==> config.mk <==
export PLATFORM = sky130hd
export DESIGN_NAME = fifo_reuse_handle_allocator_unit
export DESIGN_NICKNAME = d
export VERILOG_FILES = /design/src/design/fra_pkg.sv /design/src/design/fra_ram.sv /design/src/design/fra_ctrl.sv /design/src/design/fra_dp.sv /design/src/design/fifo_reuse_handle_allocator_unit.sv
export SDC_FILE = /design/constraint.sdc
export NUM_CORES = 2
export LEC_CHECK = 0
export BUFFER_PORTS_ARGS = -buffer_cell sky130_fd_sc_hd__buf_2
export CORE_ASPECT_RATIO = 1.25
export CORE_MARGIN = 4
export CORE_UTILIZATION = 55
export DETAILED_ROUTE_END_ITERATION = 8
export PLACE_DENSITY = 0.7
export SETUP_SLACK_MARGIN = 0.1
export SKIP_LAST_GASP = 1
export SYNTH_ARGS = -nofsm -noshare
export SYNTH_HDL_FRONTEND = slang
export SYNTH_HIERARCHICAL = 1
export SYNTH_SLANG_ARGS = --single-unit
==> constraint.sdc <==
create_clock -name i_clk -period 23.8 [get_ports i_clk]
set_clock_uncertainty 0.05 [all_clocks]
set_input_delay 1.19 -clock i_clk [delete_from_list [all_inputs] [get_ports i_clk]]
set_output_delay 1.19 -clock i_clk [all_outputs]
set_load 0.05 [all_outputs]
==> src/design/fra_pkg.sv <==
package fra_pkg;

    // request kinds; the remaining code is a no-op
    typedef enum logic [1:0] {
        OP_ALLOC = 2'd0,
        OP_TRY   = 2'd1,
        OP_FREE  = 2'd2
    } t_op;

    // result status codes
    typedef enum logic [1:0] {
        STS_OK        = 2'd0,
        STS_NONE      = 2'd1,
        STS_NOT_ALLOC = 2'd2
    } t_status;

    typedef enum logic [1:0] {
        S_IDLE,
        S_READ,
        S_EXEC
    } t_state;

    localparam int HANDLE_W  = 8;
    localparam int POOL_SLOTS = 256;
    localparam int COUNT_W   = 9;

    // controller to datapath
    typedef struct packed {
        logic load;
        logic commit;
    } t_ctl_cmd;

    // datapath to controller
    typedef struct packed {
        logic out_stall;
    } t_dp_sts;

endpackage

==> src/design/fra_ram.sv <==
module fra_ram #(
    parameter int WIDTH = 8,
    parameter int DEPTH = 256
) (
    input  logic                     i_clk,
    input  logic                     i_we,
    input  logic [$clog2(DEPTH)-1:0] i_waddr,
    input  logic [WIDTH-1:0]         i_wdata,
    input  logic [$clog2(DEPTH)-1:0] i_raddr,
    output logic [WIDTH-1:0]         o_rdata
);

    logic [WIDTH-1:0] r_mem [DEPTH];
    logic [WIDTH-1:0] r_rdata;

    always_ff @(posedge i_clk) begin
        if (i_we) begin
            r_mem[i_waddr] <= i_wdata;
        end
        r_rdata <= r_mem[i_raddr];
    end

    assign o_rdata = r_rdata;

endmodule

==> src/design/fra_ctrl.sv <==
module fra_ctrl (
    input  logic              i_clk,
    input  logic              i_rst_n,
    input  logic              i_valid,
    output logic              o_ready,
    input  fra_pkg::t_dp_sts  i_sts,
    output fra_pkg::t_ctl_cmd o_cmd
);

    fra_pkg::t_state r_state;
    fra_pkg::t_state n_state;

    always_ff @(posedge i_clk) begin
        if (!i_rst_n) begin
            r_state <= fra_pkg::S_IDLE;
        end else begin
            r_state <= n_state;
        end
    end

    always_comb begin
        n_state      = r_state;
        o_ready      = 1'b0;
        o_cmd.load   = 1'b0;
        o_cmd.commit = 1'b0;
        case (r_state)
            fra_pkg::S_IDLE: begin
                o_ready = 1'b1;
                if (i_valid) begin
                    o_cmd.load = 1'b1;
                    n_state    = fra_pkg::S_READ;
                end
            end
            // ram read data settles
            fra_pkg::S_READ: begin
                n_state = fra_pkg::S_EXEC;
            end
            fra_pkg::S_EXEC: begin
                if (!i_sts.out_stall) begin
                    o_cmd.commit = 1'b1;
                    n_state      = fra_pkg::S_IDLE;
                end
            end
            default: begin
                n_state = fra_pkg::S_IDLE;
            end
        endcase
    end

endmodule

==> src/design/fra_dp.sv <==
module fra_dp #(
    parameter int MAX_HANDLES = 256
) (
    input  logic              i_clk,
    input  logic              i_rst_n,
    input  fra_pkg::t_ctl_cmd i_cmd,
    output fra_pkg::t_dp_sts  o_sts,
    input  logic [1:0]        i_op,
    input  logic [7:0]        i_handle,
    output logic              o_out_valid,
    input  logic              i_out_ready,
    output logic [7:0]        o_handle_out,
    output logic [1:0]        o_status
);

    localparam int LIMIT_INT = (MAX_HANDLES < fra_pkg::POOL_SLOTS) ?
                               MAX_HANDLES : fra_pkg::POOL_SLOTS;
    localparam logic [fra_pkg::COUNT_W-1:0] POOL_LIMIT = fra_pkg::COUNT_W'(LIMIT_INT);
    localparam logic [fra_pkg::COUNT_W-1:0] SLOTS      = fra_pkg::COUNT_W'(fra_pkg::POOL_SLOTS);

    // latched request
    logic [1:0] r_op;
    logic [7:0] r_handle;

    // queue and counter state
    logic [7:0]                  r_head;
    logic [7:0]                  r_tail;
    logic [fra_pkg::COUNT_W-1:0] r_count;
    logic [fra_pkg::COUNT_W-1:0] r_fresh;
    logic [fra_pkg::POOL_SLOTS-1:0] r_map_vld;

    // output register
    logic       r_out_vld;
    logic [7:0] r_out_handle;
    logic [1:0] r_out_status;

    // ram ports
    logic       map_we;
    logic [7:0] map_waddr;
    logic       map_wdata;
    logic       map_rdata;
    logic       q_we;
    logic [7:0] q_rdata;

    // commit results
    logic       pop;
    logic       push;
    logic       fresh_take;
    logic [7:0] got;
    logic [1:0] status;
    logic       map_bit;

    fra_ram #(.WIDTH(1), .DEPTH(fra_pkg::POOL_SLOTS)) u_map_ram (
        .i_clk   (i_clk),
        .i_we    (map_we),
        .i_waddr (map_waddr),
        .i_wdata (map_wdata),
        .i_raddr (r_handle),
        .o_rdata (map_rdata)
    );

    fra_ram #(.WIDTH(8), .DEPTH(fra_pkg::POOL_SLOTS)) u_queue_ram (
        .i_clk   (i_clk),
        .i_we    (q_we),
        .i_waddr (r_tail),
        .i_wdata (r_handle),
        .i_raddr (r_head),
        .o_rdata (q_rdata)
    );

    // never-written map entries read as free
    assign map_bit = r_map_vld[r_handle] & map_rdata;

    always_comb begin
        pop        = 1'b0;
        push       = 1'b0;
        fresh_take = 1'b0;
        got        = 8'd0;
        status     = fra_pkg::STS_OK;
        map_we     = 1'b0;
        map_waddr  = r_handle;
        map_wdata  = 1'b0;
        case (r_op)
            fra_pkg::OP_ALLOC: begin
                if (r_count != '0) begin
                    pop       = 1'b1;
                    got       = q_rdata;
                    map_we    = 1'b1;
                    map_waddr = q_rdata;
                    map_wdata = 1'b1;
                end else if (r_fresh < POOL_LIMIT) begin
                    fresh_take = 1'b1;
                    got        = r_fresh[7:0];
                    map_we     = 1'b1;
                    map_waddr  = r_fresh[7:0];
                    map_wdata  = 1'b1;
                end else begin
                    status = fra_pkg::STS_NONE;
                end
            end
            fra_pkg::OP_TRY: begin
                if (r_count != '0) begin
                    pop       = 1'b1;
                    got       = q_rdata;
                    map_we    = 1'b1;
                    map_waddr = q_rdata;
                    map_wdata = 1'b1;
                end else begin
                    status = fra_pkg::STS_NONE;
                end
            end
            fra_pkg::OP_FREE: begin
                if (!map_bit) begin
                    status = fra_pkg::STS_NOT_ALLOC;
                end else begin
                    map_we = 1'b1;
                    push   = (r_count < SLOTS);
                end
            end
            default: begin
                status = fra_pkg::STS_OK;
            end
        endcase
        map_we = map_we & i_cmd.commit;
    end

    assign q_we = push & i_cmd.commit;

    always_ff @(posedge i_clk) begin
        if (i_cmd.load) begin
            r_op     <= i_op;
            r_handle <= i_handle;
        end
        if (i_cmd.commit) begin
            r_out_handle <= got;
            r_out_status <= status;
        end
    end

    always_ff @(posedge i_clk) begin
        if (!i_rst_n) begin
            r_head    <= '0;
            r_tail    <= '0;
            r_count   <= '0;
            r_fresh   <= '0;
            r_map_vld <= '0;
            r_out_vld <= 1'b0;
        end else begin
            if (map_we) begin
                r_map_vld[map_waddr] <= 1'b1;
            end
            if (i_cmd.commit) begin
                if (pop) begin
                    r_head  <= r_head + 8'd1;
                    r_count <= r_count - fra_pkg::COUNT_W'(1);
                end
                if (push) begin
                    r_tail  <= r_tail + 8'd1;
                    r_count <= r_count + fra_pkg::COUNT_W'(1);
                end
                if (fresh_take) begin
                    r_fresh <= r_fresh + fra_pkg::COUNT_W'(1);
                end
                r_out_vld <= 1'b1;
            end else if (i_out_ready) begin
                r_out_vld <= 1'b0;
            end
        end
    end

    assign o_sts.out_stall = r_out_vld & ~i_out_ready;
    assign o_out_valid     = r_out_vld;
    assign o_handle_out    = r_out_handle;
    assign o_status        = r_out_status;

endmodule

==> src/design/fifo_reuse_handle_allocator_unit.sv <==
// channel   dir  tdata             tuser
// s_axis    in   [7:0] handle      [1:0] operation
// m_axis    out  [7:0] handle_out  [1:0] status
//
// each request steps through accept, a read of the bitmap and free-queue
// rams, then commit into the output register; the ram read is registered
// s_axis_tready is high only while the unit waits for a request
// a held result does not block acceptance of the next request; only the
// commit waits while the output register is full and not taken
// synchronous active-low reset clears the bitmap valid bits, queue pointers,
// fresh counter and output valid; no clearing pass is needed
module fifo_reuse_handle_allocator_unit #(
    parameter int MAX_HANDLES = 256
) (
    input  logic       i_clk,
    input  logic       i_rst_n,
    input  logic       s_axis_tvalid,
    output logic       s_axis_tready,
    input  logic [7:0] s_axis_tdata,   // [7:0] handle
    input  logic [1:0] s_axis_tuser,   // [1:0] operation
    output logic       m_axis_tvalid,
    input  logic       m_axis_tready,
    output logic [7:0] m_axis_tdata,   // [7:0] handle_out
    output logic [1:0] m_axis_tuser    // [1:0] status
);

    // command and status between controller and datapath
    fra_pkg::t_ctl_cmd cmd;
    fra_pkg::t_dp_sts  sts;

    // sequencer: idle, ram read, commit
    fra_ctrl u_ctrl (
        .i_clk   (i_clk),
        .i_rst_n (i_rst_n),
        .i_valid (s_axis_tvalid),
        .o_ready (s_axis_tready),
        .i_sts   (sts),
        .o_cmd   (cmd)
    );

    // bitmap, free queue, fresh counter and output register
    fra_dp #(.MAX_HANDLES(MAX_HANDLES)) u_dp (
        .i_clk        (i_clk),
        .i_rst_n      (i_rst_n),
        .i_cmd        (cmd),
        .o_sts        (sts),
        .i_op         (s_axis_tuser),
        .i_handle     (s_axis_tdata),
        .o_out_valid  (m_axis_tvalid),
        .i_out_ready  (m_axis_tready),
        .o_handle_out (m_axis_tdata),
        .o_status     (m_axis_tuser)
    );

endmodule

Yosys cells after proc, flatten, opt, wreduce, memory -nomap -nowiden. Memories as Yosys holds them, arrays and structs flattened. A register that Yosys moved wholly into a read port is not among the register bits. Index checks and enable logic that the tools add are counted.

Memories kept: 2. Logic and storage cells: 91. Output and inout port bits: 12. Bits in registers: 313. RAM bits: 2304. Input port bits: 14.

Memory list: u_dp.u_queue_ram.r_mem (words 256, bits a word 8, read ports 1, clocked after memory_dff 1, wr ports 1, RTL line fra_ram.sv:13) `logic [WIDTH-1:0] r_mem [DEPTH];`; u_dp.u_map_ram.r_mem (words 256, bits a word 1, read ports 1, clocked after memory_dff 1, wr ports 1, RTL line fra_ram.sv:13).

$add $sub $neg: 5. Reductions and logical operators: 12. Bitwise operators: 6. Magnitude comparators: 5. Multiplexer cells: 44. Eq/ne operators: 6.

Operators by type and width (count): bitwise OR 256 bit (1); 2-to-1 mux 8 bit (6); one-hot mux 8 bit (2 select lines) (2); 2-to-1 mux 1 bit (24); adder 9 x 1 -> 9 bit, second input constant (2); less-than comparator 8 x 9 -> 1 bit, second input constant (2); less-than comparator 9 bit, second input constant (2); 2-to-1 mux 9 bit (2); adder 8 x 1 -> 8 bit, second input constant (2); one-hot mux 2 bit (3 select lines) (2); AND reduction 2 bit (5); nonzero test 9 bit (1); subtractor 9 x 1 -> 9 bit, second input constant (1); binary-select mux 1 bit (select 8 bit) (1); demux 1 bit (select 8 bit) (1); >= comparator 8 x 1 -> 1 bit, second input constant (1); 2-to-1 mux 2 bit (4); AND 1 bit (4); equality test 2 x 1 -> 1 bit, second input constant (2); equality test 2 bit, second input constant (2); logical NOT 2 bit (2); != test 2 bit, second input constant (2); nonzero test 2 bit (2); one-hot mux 1 bit (3 select lines) (1); 4 further kinds (4).

Logic depth before layout (Yosys ltp).
Word-level depth: 9. Mapped depth: 21. Mapped depth without buffers: 17.

Cells and area by module. Netlist, hierarchy kept.

By module, submodules not included: fra_ram (u_dp.u_queue_ram) (seq. area each 61659.1 µm², area each 79556.3 µm², times used 1, cells an instance 3733); fra_dp (seq. area each 6426.2 µm², area each 13688.1 µm², times used 1, cells an instance 1406); fra_ram (u_dp.u_map_ram) (seq. area each 7707.4 µm², area each 11128.2 µm², times used 1, cells an instance 788); fra_ctrl (seq. area each 40.0 µm², area each 88.8 µm², times used 1, cells an instance 10).

Worst setup path after synthesis. OpenSTA, ideal clock, no wires.

Kind: reg2reg. Start point: reg u_dp.r_handle[4]. End point: reg u_dp/r_count[8] (netlist bit). Stages on the path, launching flop included: 19. Clock period less this slack: 7.619 ns. Data arrival time: 7.452 ns. Path slack: 16.181 ns. Required time: 23.634 ns. Library setup time: 0.116 ns. Buffers on the path: 1. Cell sequence: edfxtp_1 > buf_2 > nor2b_1 > a2111oi_0 > a311o_1 > a311oi_1 > a22oi_2 > nand4_1 > nand2b_1 > inv_1 > fa_1 > nor2b_1 > o21ai_0 > a21boi_0 > o21a_1 > o21a_1 > o21ai_0 > a31o_2 > o211a_1.

Longest elaborated chain between the ends: 7. Elaborated cells between the ends (all ways): 8. Classes of those cells: mux (5); bitwise (1); reduce/logical (2).

Ends and longest elaborated chain: start: declaration (RTL line fra_dp.sv:23) `logic [7:0] r_handle;`; start signal: assignment (RTL line fra_dp.sv:132) `r_handle <= i_handle;`; binary-select mux 1 bit (select 8 bit) * (RTL line fra_dp.sv:72) `assign map_bit = r_map_vld[r_handle] & map_rdata;`; 2-to-1 mux 1 bit (implied by the code) * (RTL line fra_dp.sv:72); AND 1 bit * (RTL line fra_dp.sv:72); 2-to-1 mux 1 bit * (RTL line fra_dp.sv:113) `if (!map_bit) begin`; 2-to-1 mux 1 bit * (RTL line fra_dp.sv:83) `case (r_op)`; nonzero test 2 bit (no source line); AND reduction 2 bit (no source line); end signal: assignment (RTL line fra_dp.sv:155) `r_count <= r_count - fra_pkg::COUNT_W'(1);`; end signal: assignment (RTL line fra_dp.sv:159) `r_count <= r_count + fra_pkg::COUNT_W'(1);`; end: declaration (RTL line fra_dp.sv:28) `logic [fra_pkg::COUNT_W-1:0] r_count;`.

Mark *: on every way between the ends. The rest lies on a longest branch, timed or not. The select of a mux whose other input is x is not followed. A chain may end at the register's enable or synchronous reset.

Worst setup path after layout.
Start point: reg u_dp.r_handle[2]. End point: mem u_dp.u_queue_ram.r_mem[3][2], enable pin.

Longest elaborated chain between the ends: 8.

Ends and longest elaborated chain: binary-select mux 1 bit (select 8 bit) (RTL line fra_dp.sv:72); 2-to-1 mux 1 bit (implied by the code) (RTL line fra_dp.sv:72); AND 1 bit (RTL line fra_dp.sv:72); 2-to-1 mux 1 bit (RTL line fra_dp.sv:113); 2-to-1 mux 1 bit (RTL line fra_dp.sv:83); AND 1 bit (RTL line fra_dp.sv:127) `assign q_we = push & i_cmd.commit;`; 2-to-1 mux 1 bit (RTL line fra_ram.sv:17) `if (i_we) begin`; 2-to-1 mux 1 bit (implied by the code) (RTL line fra_ram.sv:18) `r_mem[i_waddr] <= i_wdata;`; end: declaration (RTL line fra_ram.sv:13).

No other way between the ends. The select of a mux whose other input is x is not followed.

==> summary by stage <==
Critical path
The startpoint identified for the worst register-to-register timing path is u_dp/r_handle[2]. Along the worst path, the maximum fanout reaches about 150. The largest individual stage delay along the critical path comes from the cell sky130_fd_sc_hd__nand4_1.

The number of cells on the worst reg-to-reg path is 12. Data on the critical path arrives at its endpoint at ~7.7 ns. The worst setup path is captured at a flop. Traced cell by cell, the critical path runs through buf_4, buf_12, mux2i_1, a22oi_1, a21oi_1, or4b_1, a22oi_2, nand3_1, inv_1, nand4_1, buf_4, nor2_1. The register-to-register setup slack is 16.51 ns.

The number of buffers and inverters on the critical path is 4. In this run the critical register-to-register path is captured at u_dp/u_queue_ram/r_mem[3][2]. By startpoint and endpoint, the worst setup path is classified as flop to flop.

On the worst path, the slowest cell contributes a delay of roughly 1.1 ns. At the worst endpoint, the required time is 24.25 ns. The category of the worst setup path launch point is a flop. Counting stages on the worst path, the most repeated cell is sky130_fd_sc_hd__buf_4. The kind of cell with the highest combined delay along the critical path is simple AND/OR/NAND/NOR gates.

Synth
sky130_fd_sc_hd__edfxtp_1 is the most common cell in the netlist. Summing the sequential cell areas from Yosys gives between 70% and 80% of the chip area. In the synthesized netlist the dominant register cell turns out to be sky130_fd_sc_hd__edfxtp_1.

The share of synthesized area in the top cell type comes to about two thirds. The commonest cells after synthesis are sky130_fd_sc_hd__edfxtp_1 (2,324), sky130_fd_sc_hd__nor2_1 (573), sky130_fd_sc_hd__mux4_2 (544). Yosys mapped a number of flops with a built-in enable equal to around 2,300. Synthesis produced about 5,900 cells. The share of synthesized registers carrying an async set or reset is 0%.

The biggest area consumer among synthesized cells is sky130_fd_sc_hd__edfxtp_1. After synthesis, the cell types taking the most area are sky130_fd_sc_hd__edfxtp_1 (67%), sky130_fd_sc_hd__mux4_2 (12%), sky130_fd_sc_hd__dfxtp_1 (5.8%). The number of nets handed over by synthesis was a little under 6,000. The count of different cell masters after synthesis is 83. In this run, synthesis produced a sequential element count of between 2,000 and 3,000. The post-synthesis area per instance is approximately 18 sq um. The synthesized netlist occupies a cell area of between 100,000 and 150,000 sq um. During synthesis, Yosys emitted a total of 6 warnings.

Timing
In the finished design, the share of the clock period the worst path needs comes to between 30% and 40%. The number of hold violations in the final report is 0. Setup repair after global routing left no endpoint under its margin. The worst max-slew margin expressed relative to the limit is between 10% and 20%. The upper clock frequency limit is 137 MHz. Setup violations remaining at the end of the flow were counted as 0.

The number of max-slew violations in the final report is 0. For the pin with the worst max-slew slack, the measured transition is approximately 1.3 ns. Adding up every negative setup slack in the final design gives 0 ns.

The minimum clock period is 7.29 ns.

Global route
The total overflow left after global routing is 0. The number of antenna violations at the first check in global routing was 6. The via count of the first global-routing pass is 55,800. In the global route stage, overall resource usage came out at a little over a quarter. Entering global routing, the biggest net connects ~160 pins. The first global-routing pass estimated ~380,000 microns of wire.

Drt
The detailed router's first-iteration violation count is around 7,600. In the routed design, unresolved DRC markers number 0. The routed layout has about 57,000 vias. Wires add up to approximately 260,000 microns. The number of search-and-repair iterations in the first detailed-routing pass is 6. In the routed layout, each cell is associated on average with a via count of 6.58.

The detail route stage leaves a number of antenna-violating nets equal to 0. The routed wirelength normalized by instance count is 29.8 microns.

Placed design
The post-DP HPWL is around 160,000 microns. Input and output buffers added on the ports amount to 25. At the end of routability-driven placement, the weighted congestion stood at around 0.87.

Power
The maximum ir drop on the vdd rail is 0.0813 mV. The power per standard cell area is roughly 80 nW/um^2. The leakage power is around 34 nW.

Clock tree
Clock-pin slew was measured on the worst setup and hold paths at around 0.070 ns. The worst-case clock buffer depth is 3. Clock tree synthesis selected as its root buffer the cell sky130_fd_sc_hd__clkbuf_16. Clock latency on the worst-skew pair, taken at its later pin, is roughly 0.9 ns. The H-tree was split into 4 levels.

TritonCTS created roughly 230 clock buffers. The number of setup buffers added after CTS is 0. The count of cells resized by post-cts repair is 0. TritonCTS built the clock tree. The number of clock sinks is approximately 2,600. The number of buffers added to fix hold violations after cts is 0.

Min path
The worst hold path terminates at u_dp/r_map_vld[148]. The worst hold path belongs to the class flop to flop. The launch instance of the worst min-delay path is u_dp/r_map_vld[148]. The worst hold path stage count is 2.

Finish
The share of the core filled with cells is between 60 and 70%. In the final design database the tool counted around 5,900 nets. The fraction of final layout cells with drive strength greater than 1 is 18.2%. Compared with the post-synthesis result, the final layout area differs by 9.53%. The filler cell count in the final layout is about 13,000.

Flow run
The number of max-capacitance violations reported is 0.

Floorplanning
The floorplan step set the die width to 398 microns. The die covers roughly 200,000 sq um. Once the floorplan was initialized, standard cells occupied 55.4% of the core.

The cell row count is around 180. The core footprint is between 150,000 and 200,000 sq um. The die height is about 500 microns. The number of top-level pins is 26.

Status
The flow ran to the end, and the final reports show no timing, DRC or antenna violations.
-- worst max-delay path by stage --
stage,start,end,slack (ns),cells past startpoint
after floorplan,u_dp/r_handle[4],u_dp/r_count[8],16.18,18
after global placement,u_dp/r_handle[2],u_dp/u_queue_ram/r_mem[3][1],16.67,12
after detailed placement,u_dp/r_handle[2],u_dp/u_queue_ram/r_mem[3][1],16.59,12
after CTS,u_dp/r_handle[2],u_dp/u_queue_ram/r_mem[3][1],16.61,12
after global routing,u_dp/r_handle[2],u_dp/u_queue_ram/r_mem[3][2],16.21,12
final,u_dp/r_handle[2],u_dp/u_queue_ram/r_mem[3][2],16.51,12
-- where the power goes --
part	switching (mW)	internal [mW]	total, mW
logic	0.190	0.0445	0.235
clock network	1.66	2.18	3.84
registers	0.00254	5.02	5.03
total	1.85	7.24	9.10
-- cells by family after synthesis --
group                      after synthesis  synth area share (%)
DFF                                   2626                  72.6
adders and majority gates               11                 0.139
AOI/OAI and AO/OA                      806                  5.55
muxes                                  774                  14.0
buffers and inverters                  448                  2.39
and+or+nand+nor                       1254                  5.21
xor gates and xnor gates                18                 0.151
-- final cells by class --
class	instances	area (sq um)	area share [%]
sequential	2626	75800	66.3
multi-input combinational	2863	26200	22.9
clock buffer	300	6380	5.57
tap	2520	3150	2.76
clock inverter	146	1510	1.32
timing repair buffer	149	1190	1.04
inverter	21	83.8	0.0733
antenna	3	7.51	0.00656
-- layout by cell type (no fill, tap or decap), types with 15 or more instances in the layout --
cell type and n:
sky130_fd_sc_hd__xnor2_1 15, sky130_fd_sc_hd__nand2b_1 16, sky130_fd_sc_hd__nor2b_1 54, sky130_fd_sc_hd__nand3_1 82, sky130_fd_sc_hd__clkinv_2 57, sky130_fd_sc_hd__nor4_1 25
sky130_fd_sc_hd__nor2_1 569, sky130_fd_sc_hd__mux2i_1 224, sky130_fd_sc_hd__mux4_2 544, sky130_fd_sc_hd__a21oi_1 121, sky130_fd_sc_hd__clkbuf_1 42, sky130_fd_sc_hd__o22ai_1 52
sky130_fd_sc_hd__o21ai_0 27, sky130_fd_sc_hd__buf_4 114, sky130_fd_sc_hd__nand2_1 354, sky130_fd_sc_hd__bufinv_16 26, sky130_fd_sc_hd__a22oi_1 161, sky130_fd_sc_hd__edfxtp_1 2324
sky130_fd_sc_hd__dfxtp_1 297, sky130_fd_sc_hd__o221ai_1 47, sky130_fd_sc_hd__o31ai_1 256, sky130_fd_sc_hd__buf_2 24, sky130_fd_sc_hd__clkinv_1 40, sky130_fd_sc_hd__clkbuf_16 237
sky130_fd_sc_hd__and2_1 26, sky130_fd_sc_hd__clkbuf_8 22, sky130_fd_sc_hd__nor3_1 32, sky130_fd_sc_hd__a211oi_1 19, sky130_fd_sc_hd__nand4_1 37
-- flip-flops by register name, indices dropped and copies added (netlist names), 8 cells and up --
name                      count
u_dp/r_tail                   8
u_dp/r_handle                 8
u_dp/u_queue_ram/o_rdata      8
u_dp/u_map_ram/r_mem        256
u_dp/u_queue_ram/r_mem     2048
u_dp/r_count                  9
u_dp/o_handle_out             8
u_dp/r_map_vld              256
u_dp/r_head                   8
u_dp/r_fresh                  9
-- layer usage --
metal	routed length, microns	track usage [%]
met5	17	0
met3	23100	4.83
met4	11700	10.5
met2	125000	42.0
met1	97700	35.6
-- through the flow --
step	std cells	area (sq um)	power, mW	worst slack [ns]	hold slack, ns
6_report	8628	114000	9.10	16.51	0.396
4_1_cts	8625	114000	9.16	16.61	0.371
3_5_place_dp	8179	107000	5.36	16.59	0.385
5_1_grt	8626	114000	9.37	16.21	0.404
3_3_place_gp	8179	107000	5.36	16.67	0.378
2_1_floorplan	5937	104000	5.28	16.18	0.370
-- worst min-delay path, delay by kind of cell (launching register included) --
family | cells | cell delay, ns
DFF | 1 | 0.32
and+or+nand+nor | 1 | 0.05
AOI/OAI and AO/OA | 1 | 0.05
Power figures use the tool's default switching activity.
